<file path="src/hw/rtl/tdps_pkg.sv">
// ----------------------------------------------------------------------------
// tdps_pkg
// Types and constants shared by the tick delay priority scheduler.
// ----------------------------------------------------------------------------
`timescale 1ns / 1ps

package tdps_pkg;

  localparam int TaskW  = 5;
  localparam int OpW    = 2;
  localparam int TicksW = 16;
  localparam int WordW  = 32;

  localparam logic [OpW-1:0] OP_TICK   = 2'd0;
  localparam logic [OpW-1:0] OP_DELAY  = 2'd1;
  localparam logic [OpW-1:0] OP_CREATE = 2'd2;

  typedef struct packed {
    logic [OpW-1:0]    operation;
    logic [TicksW-1:0] delay_ticks;
    logic [TaskW-1:0]  task_priority;
  } tdps_in_t;

  typedef struct packed {
    logic [TaskW-1:0] running_task;
    logic             none_ready;
    logic [WordW-1:0] ready_set;
    logic [WordW-1:0] woken_set;
    logic [WordW-1:0] tick_now;
  } tdps_out_t;

  // One priority's slot: both wake tables and its ready bit.
  typedef struct packed {
    logic [WordW-1:0] wake_a;
    logic [WordW-1:0] wake_b;
    logic             ready;
  } tdps_entry_t;

  // Event context seen by the head of the ring during a scan.
  typedef struct packed {
    logic [OpW-1:0]   op;
    logic [WordW-1:0] tick;
    logic [WordW-1:0] wake;
    logic             wrap;
    logic             sel;
    logic             target_en;
    logic [TaskW-1:0] target;
  } tdps_ctl_t;

endpackage

</file>
<file path="src/hw/rtl/tdps_stream_if.sv">
// ----------------------------------------------------------------------------
// tdps_stream_if
// Valid/ready channel carrying one payload per transaction.
// ----------------------------------------------------------------------------
`timescale 1ns / 1ps

interface tdps_stream_if #(
  parameter type payload_t = logic
) ();
  logic     valid;
  logic     ready;
  payload_t payload;

  modport source (output valid, output payload, input ready);
  modport sink   (input valid, input payload, output ready);
endinterface

</file>
<file path="src/hw/rtl/tdps_cell.sv">
// ----------------------------------------------------------------------------
// tdps_cell
// One slot of the wake ring: holds an entry and passes it on when shifting.
// ----------------------------------------------------------------------------
`timescale 1ns / 1ps

module tdps_cell
  import tdps_pkg::*;
(
  input  logic        clk,
  input  logic        rst,
  input  logic        shift,
  input  tdps_entry_t d,
  output tdps_entry_t q
);

  tdps_entry_t slot;

  always_ff @(posedge clk) begin
    if (rst) begin
      slot <= '0;
    end else if (shift) begin
      slot <= d;
    end
  end

  assign q = slot;

endmodule

</file>
<file path="src/hw/rtl/tdps_head.sv">
// ----------------------------------------------------------------------------
// tdps_head
// Update of the entry leaving the ring head: wake check, sleep or create.
// ----------------------------------------------------------------------------
`timescale 1ns / 1ps

module tdps_head
  import tdps_pkg::*;
(
  input  tdps_ctl_t        ctl,
  input  logic [TaskW-1:0] idx,
  input  tdps_entry_t      entry_in,
  output tdps_entry_t      entry_out,
  output logic             woken
);

  logic [WordW-1:0] act;
  logic             hit;

  assign act = ctl.sel ? entry_in.wake_b : entry_in.wake_a;
  assign hit = ctl.target_en && (idx == ctl.target);

  always_comb begin
    entry_out = entry_in;
    woken     = 1'b0;
    case (ctl.op)
      OP_TICK: begin
        if ((act != '0) && (ctl.tick >= act)) begin
          woken           = 1'b1;
          entry_out.ready = 1'b1;
          if (ctl.sel) begin
            entry_out.wake_b = '0;
          end else begin
            entry_out.wake_a = '0;
          end
        end
      end
      OP_DELAY: begin
        if (hit) begin
          entry_out.ready = 1'b0;
          // wrapped sum goes to the overflow table
          if (ctl.wrap ^ ctl.sel) begin
            entry_out.wake_b = ctl.wake;
          end else begin
            entry_out.wake_a = ctl.wake;
          end
        end
      end
      OP_CREATE: begin
        if (hit) begin
          entry_out.ready = 1'b1;
        end
      end
      default: begin
      end
    endcase
  end

endmodule

</file>
<file path="src/hw/rtl/tick_delay_priority_scheduler_core.sv">
// ----------------------------------------------------------------------------
// tick_delay_priority_scheduler_core
// Bitmap priority scheduler with tick-based sleeping and two wake tables.
//
// Each event (tick, delay of the current task, create) gives one result.
// The per-priority wake times and ready bits live in a ring of
// NUM_PRIORITIES cells that rotates once per event; a single head unit
// checks or updates one priority per cycle and tracks the highest ready
// priority as the ring turns. An event is accepted, the ring passes
// every cell through the head, then the result register is loaded once free.
// The result register holds a finished transaction until taken; a new
// event is taken only when the previous one has finished its rotation.
// ----------------------------------------------------------------------------
`timescale 1ns / 1ps

module tick_delay_priority_scheduler_core
  import tdps_pkg::*;
#(
  parameter int NUM_PRIORITIES = 32
) (
  input  logic                 clk,
  input  logic                 rst,
  tdps_stream_if.sink          request,
  tdps_stream_if.source        result
);

  localparam int IDX_W = $clog2(NUM_PRIORITIES);

  localparam logic [1:0] S_IDLE = 2'd0;
  localparam logic [1:0] S_SCAN = 2'd1;
  localparam logic [1:0] S_DONE = 2'd2;

  logic [1:0]       state;
  logic [IDX_W-1:0] idx;
  logic [TaskW-1:0] idx_ext;
  logic [OpW-1:0]   op_q;
  logic [WordW-1:0] wake_q;
  logic             wrap_q;
  logic             target_en_q;
  logic [TaskW-1:0] target_q;
  logic [WordW-1:0] tick_count;
  logic             sel;
  logic [TaskW-1:0] current_task;
  logic [TaskW-1:0] current_task_next;
  logic [WordW-1:0] woken;
  logic             found;
  logic [TaskW-1:0] best;
  logic             out_valid;
  tdps_out_t        out_payload;

  tdps_in_t         req;
  tdps_ctl_t        ctl;
  tdps_entry_t      cell_q [NUM_PRIORITIES];
  tdps_entry_t      head_out;
  logic             head_woken;
  logic             shift;
  logic             accept;
  logic             last;
  logic             load;
  logic             prio_ok;
  logic [WordW-1:0] ready_vec;

  assign req     = request.payload;
  assign accept  = request.valid && request.ready;
  assign shift   = (state == S_SCAN);
  assign idx_ext = TaskW'(idx);
  assign last    = (idx == IDX_W'(NUM_PRIORITIES - 1));
  assign load    = (state == S_DONE) && (!out_valid || result.ready);
  assign prio_ok = ({27'd0, req.task_priority} < WordW'(NUM_PRIORITIES));

  assign request.ready  = (state == S_IDLE);
  assign result.valid   = out_valid;
  assign result.payload = out_payload;

  always_comb begin
    ctl.op        = op_q;
    ctl.tick      = tick_count;
    ctl.wake      = wake_q;
    ctl.wrap      = wrap_q;
    ctl.sel       = sel;
    ctl.target_en = target_en_q;
    ctl.target    = target_q;
  end

  tdps_head u_head (
    .ctl       (ctl),
    .idx       (idx_ext),
    .entry_in  (cell_q[0]),
    .entry_out (head_out),
    .woken     (head_woken)
  );

  for (genvar g = 0; g < NUM_PRIORITIES; g++) begin : g_ring
    tdps_entry_t d;
    if (g == NUM_PRIORITIES - 1) begin : g_tail
      assign d = head_out;
    end else begin : g_link
      assign d = cell_q[g+1];
    end
    tdps_cell u_cell (
      .clk   (clk),
      .rst   (rst),
      .shift (shift),
      .d     (d),
      .q     (cell_q[g])
    );
  end

  for (genvar g = 0; g < WordW; g++) begin : g_ready
    if (g < NUM_PRIORITIES) begin : g_used
      assign ready_vec[g] = cell_q[g].ready;
    end else begin : g_unused
      assign ready_vec[g] = 1'b0;
    end
  end

  always_comb begin
    current_task_next = current_task;
    if ((op_q == OP_CREATE) && target_en_q) begin
      current_task_next = target_q;
    end else if (((op_q == OP_TICK) || (op_q == OP_DELAY)) && found) begin
      current_task_next = best;
    end
  end

  always_ff @(posedge clk) begin
    if (rst) begin
      state        <= S_IDLE;
      idx          <= '0;
      tick_count   <= '0;
      sel          <= 1'b0;
      current_task <= '0;
      out_valid    <= 1'b0;
    end else begin
      if (load) begin
        out_valid <= 1'b1;
      end else if (result.ready) begin
        out_valid <= 1'b0;
      end
      case (state)
        S_IDLE: begin
          if (accept) begin
            op_q  <= req.operation;
            woken <= '0;
            found <= 1'b0;
            best  <= '0;
            idx   <= '0;
            state <= S_SCAN;
            case (req.operation)
              OP_TICK: begin
                tick_count  <= tick_count + 1'b1;
                target_en_q <= 1'b0;
                target_q    <= current_task;
                if (tick_count == '1) begin
                  sel <= ~sel;
                end
              end
              OP_DELAY: begin
                {wrap_q, wake_q} <= {1'b0, tick_count} + {17'd0, req.delay_ticks};
                target_en_q      <= 1'b1;
                target_q         <= current_task;
              end
              OP_CREATE: begin
                target_q    <= req.task_priority;
                target_en_q <= prio_ok;
              end
              default: begin
                target_en_q <= 1'b0;
                target_q    <= current_task;
              end
            endcase
          end
        end
        S_SCAN: begin
          idx <= idx + 1'b1;
          if (head_woken) begin
            woken[idx_ext] <= 1'b1;
          end
          if (head_out.ready) begin
            found <= 1'b1;
            best  <= idx_ext;
          end
          if (last) begin
            state <= S_DONE;
          end
        end
        S_DONE: begin
          if (load) begin
            out_payload.running_task <= current_task_next;
            out_payload.none_ready   <= ~found;
            out_payload.ready_set    <= ready_vec;
            out_payload.woken_set    <= woken;
            out_payload.tick_now     <= tick_count;
            current_task             <= current_task_next;
            state                    <= S_IDLE;
          end
        end
        default: begin
          state <= S_IDLE;
        end
      endcase
    end
  end

  a_accept_starts_scan: assert property (@(posedge clk) disable iff (rst)
    accept |=> (state == S_SCAN) && (idx == '0))
    else $error("scan did not start after accepted transaction");

  a_result_from_done: assert property (@(posedge clk) disable iff (rst)
    $rose(out_valid) |-> ($past(state) == S_DONE))
    else $error("result raised outside completion");

  a_none_ready_match: assert property (@(posedge clk) disable iff (rst)
    out_valid |-> (out_payload.none_ready == (out_payload.ready_set == '0)))
    else $error("none_ready disagrees with ready_set");

  a_task_in_range: assert property (@(posedge clk) disable iff (rst)
    ({27'd0, current_task} < WordW'(NUM_PRIORITIES)))
    else $error("current task out of range");

  a_tick_advance: assert property (@(posedge clk) disable iff (rst)
    (accept && (req.operation == OP_TICK)) |=> (tick_count == $past(tick_count) + 1'b1))
    else $error("tick count did not advance");

endmodule
</file>
<file path="src/flat_wrapper.sv">
// flat-port wrapper written by rule: the top's interface ports become plain ports
module tick_delay_priority_scheduler_core_flat import tdps_pkg::*;
#(
  parameter int NUM_PRIORITIES = 32
)
  (clk, rst, request_valid, request_payload, request_ready, result_valid, result_payload, result_ready);
  tdps_stream_if request_i ();
  tdps_stream_if result_i ();
  input  logic clk;
  input  logic rst;
  input wire logic [$bits(request_i.valid)-1:0] request_valid;
  input wire logic [$bits(request_i.payload)-1:0] request_payload;
  output wire logic [$bits(request_i.ready)-1:0] request_ready;
  output wire logic [$bits(result_i.valid)-1:0] result_valid;
  output wire logic [$bits(result_i.payload)-1:0] result_payload;
  input wire logic [$bits(result_i.ready)-1:0] result_ready;
  assign request_i.valid = request_valid;
  assign request_i.payload = request_payload;
  assign request_ready = request_i.ready;
  assign result_valid = result_i.valid;
  assign result_payload = result_i.payload;
  assign result_i.ready = result_ready;
  tick_delay_priority_scheduler_core #(.NUM_PRIORITIES(NUM_PRIORITIES)) u_core (.clk(clk), .rst(rst), .request(request_i), .result(result_i));
endmodule
</file>
<file path="config.mk">
export PLATFORM = sky130hd
export DESIGN_NAME = tick_delay_priority_scheduler_core_flat
export DESIGN_NICKNAME = d
export VERILOG_FILES = /design/src/hw/rtl/tdps_pkg.sv /design/src/hw/rtl/tdps_stream_if.sv /design/src/hw/rtl/tdps_cell.sv /design/src/hw/rtl/tdps_head.sv /design/src/hw/rtl/tick_delay_priority_scheduler_core.sv /design/src/flat_wrapper.sv
export SDC_FILE = /design/constraint.sdc
export NUM_CORES = 1
export LEC_CHECK = 0
export ABC_AREA = 0
export BUFFER_PORTS_ARGS = -buffer_cell sky130_fd_sc_hd__buf_2
export CELL_PAD_IN_SITES_DETAIL_PLACEMENT = 0
export CELL_PAD_IN_SITES_GLOBAL_PLACEMENT = 1
export CORE_AREA = 5 5 42 44
export CTS_BUF_LIST = sky130_fd_sc_hd__clkbuf_4
export DETAILED_ROUTE_END_ITERATION = 10
export DIE_AREA = 0 0 47 49
export PLACE_DENSITY_LB_ADDON = 0.1
export RECOVER_POWER = 25
export SLEW_MARGIN = 20
export SYNTH_ARGS = -nofsm -noshare
export SYNTH_HDL_FRONTEND = slang
export SYNTH_SLANG_ARGS = --single-unit
export TNS_END_PERCENT = 1
</file>
<file path="constraint.sdc">
create_clock -name clk -period 1.7 [get_ports clk]
set_input_delay 0.34 -clock clk [delete_from_list [all_inputs] [get_ports clk]]
set_output_delay 0.34 -clock clk [all_outputs]
set_load 0.1 [all_outputs]
</file>
==> run_results.csv <==
group,metric,value,unit
status,status,"completed",
synthesis,yosys.area.top_type_share,0.4056,
cts,cts_max_path_buffers,2,
synthesis,synthArstFlopShare,0,
synthesis,synth_top_flop_cell,"dfxtp_1",
timing,drv_slew,0,
setup_path,path_max_fanout,8,
floorplanning,initial_core_util,0.3170,
cts,clk_pin_slew,70,ps
synthesis,yosysTopAreaCell,"dfxtp_1",
drt,remaining_drc_errors,0,
cts,ctsResizeCount,0,
drt,drt_wl_total,832,µm
layout,diodes,0,
setup_path,cp.arrival,1210,ps
layout,multiInputGateArea,217.7,µm²
min_path,hold_class,"primary input to flip-flop",
synthesis,netlist_area,444.2,µm²
setup_path,end_kind,"output port",
placement,post-dp-hpwl,612.6,µm
setup_path,ff2ff_path_depth,3,
layout,layout-drive-gt1-share,0.2264,
drt,wire_per_inst,12.06,µm
min_path,holdPathStages,2,
timing,max_slew_margin,0.6795,
pwr,peakVddDrop,289.9,µV
synthesis,synth_edf_count,1,
synthesis,yosysSeqAreaShare,0.4732,
layout,synthToLayoutAreaGrowth,15.21,%
placement,gp_congestion,0.7513,
timing,hold_viol_final,0,
timing,fin_crit_sh,0.9096,
global_route,grt_antenna_before_repair,0,
timing,rsz0062_at_grt,"no",
placement,io_buffer_count,6,
global_route,grt_pass1_vias,344,
synthesis,ys_ff_latch,10,
pwr,leakagePower,0.0001970,µW
cts,post_cts_buffers,0,
synthesis,netlist_instances,45,
drt,drt_first_iter_violations,4,
global_route,grt_max_degree,11,
synthesis,synth_cell_types,23,
floorplanning,rows,14,
timing,skew,8.865,ps
cts,htreeDepth,1,
min_path,hold_end,"u_core.result.valid",
floorplanning,dieArea,0.002303,mm²
pwr,p_total,482.5,µW
setup_path,r2r_end,"u_core.idx[3]",
global_route,grt_use_total,0.08886,
pwr,power.density,942.9,mW/mm²
synthesis,synth_common_cells,"9 x dfxtp_1, 6 x nor2_1",
setup_path,rr_startpoint,"u_core.state[0]",
cts,numCtsBuffers,3,
cts,clkSinkCount,10,
run,maxCapViolCount,0,
timing,finalSetupTns,0,ps
layout,fin_nets,61,
min_path,hold_start,"rst",
floorplanning,fp.dieH,49,µm
synthesis,yosysWarnings,0,
setup_path,worstPathRequired,1360,ps
layout,regArea,210.2,µm²
timing,fmaxAchievable,0.6467,GHz
setup_path,startpoint_type,"flip-flop",
timing,tightest_slew,484.1,ps
layout,n_fill_cell,171,
synthesis,synth.avg_cell_area,9.871,µm²
floorplanning,die_w,47,µm
timing,whs,379.0,ps
synthesis,synth_area_leaders,"dfxtp_1 41%, edfxtp_1 6.8%, ha_1 5.6%, nor2_1 5.1%, mux2i_1 4.5%",
cts,tritoncts,"built",
drt,vias_per_cell,5.087,
drt,first_pass_iters,4,
global_route,grt_pass1_wl,1.407,mm
floorplanning,core,0.001401,mm²
drt,postRouteAntennaNets,0,
timing,setup_viol,0,
floorplanning,ioPinCount,8,
setup_path,reg2reg_slack,350,ps
synthesis,yosys.cell_count.top_type,"dfxtp_1",
synthesis,syn_nets,52,
cts,holdBufCountCts,0,
timing,period_needed,1546,ps
drt,vias,351,
cts,clkLatencyLatePin,260,ps
global_route,overflow,0,
cts,root_buffer,"clkbuf_4",
setup_path,crit_type,"flip-flop to output port",
[layer usage]
metal / track usage / wire length (µm) / part of all wire
met2: 0.1380 / 414 / 0.50
met3: 0.03321 / 57 / 0.069
met1: 0.09051 / 349 / 0.42
met5: 0 / 0 / 0
met4: 0.06912 / 10 / 0.012
[state kept, by name, indices dropped and copies added, names as in the netlist]
register / count
u_core.idx: 5
u_core.state: 2
u_core.result.payload: 1
u_core.result.valid: 1
u_core.tick_count: 1
[cell families after synthesis]
| kind of cell | after synthesis | synth area share |
|---|---|---|
| buffers and inverters | 3 | 0.04224 |
| xor gates and xnor gates | 1 | 0.01972 |
| DFF | 10 | 0.4732 |
| adders and majority gates | 2 | 0.05633 |
| and+or+nand+nor | 20 | 0.2507 |
| muxes | 2 | 0.04507 |
| AOI/OAI and AO/OA | 7 | 0.1127 |
[placed cells by master, fill, tap and decap left out, drive strengths merged]
master	n
a21oi	1
a22oi	2
a31oi	2
and2b	1
and3	1
buf	6
clkbuf	4
dfxtp	9
edfxtp	1
ha	2
inv	1
mux2i	2
nand2	2
nand2b	2
nand3	2
nand3b	2
nor2	6
nor3	1
nor3b	2
o21bai	1
o2bb2a	1
or3b	1
xnor2	1
[report_power, final]
part / internal (µW) / leakage (µW) / total (µW) / switching (µW)
combinational: 16.0 / 0.0000962 / 44.0 / 27.9
sequential: 245 / 0.0000824 / 253 / 7.92
clock: 106 / 0.0000184 / 185 / 78.9
total: 368 / 0.000197 / 483 / 115
[stage by stage]
| step | area, µm² | cells | util | setup slack, ps |
|---|---|---|---|---|
| 3_5_place_dp | 481.7 | 65 | 0.3438 | 361.5 |
| 4_1_cts | 511.7 | 69 | 0.3652 | 140.9 |
| 6_report | 511.7 | 69 | 0.3652 | 153.6 |
| 2_1_floorplan | 446.7 | 45 | - | 149.6 |
| 3_3_place_gp | 481.7 | 65 | 0.3438 | 377.9 |
| 5_1_grt | 511.7 | 69 | 0.3652 | 93.56 |
[cell type report]
cell class                      count  area share
Multi-Input combinational cell     32      0.4254
Sequential cell                    10      0.4108
Clock buffer                        4     0.05868
Timing Repair Buffer                6     0.05868
Tap cell                           16     0.03912
Inverter                            1    0.007335
[worst max-delay path by stage]
stage                         start       endpoint  slack [ps]  cells past startpoint
floorplan           u_core.state[0]  request_ready         150                      2
global placement      u_core.idx[0]  u_core.idx[4]         380                      5
detailed placement    u_core.idx[0]  u_core.idx[4]         360                      5
CTS                 u_core.state[0]  request_ready         140                      2
global route        u_core.state[0]  request_ready          90                      2
finish              u_core.state[0]  request_ready         150                      2
[worst max-delay path, cell delays in order, from the launching register on]
cell	delay (ps)
dfxtp_1	400
nor2_2	120
buf_2	420
(Power assumes the default switching activity.)
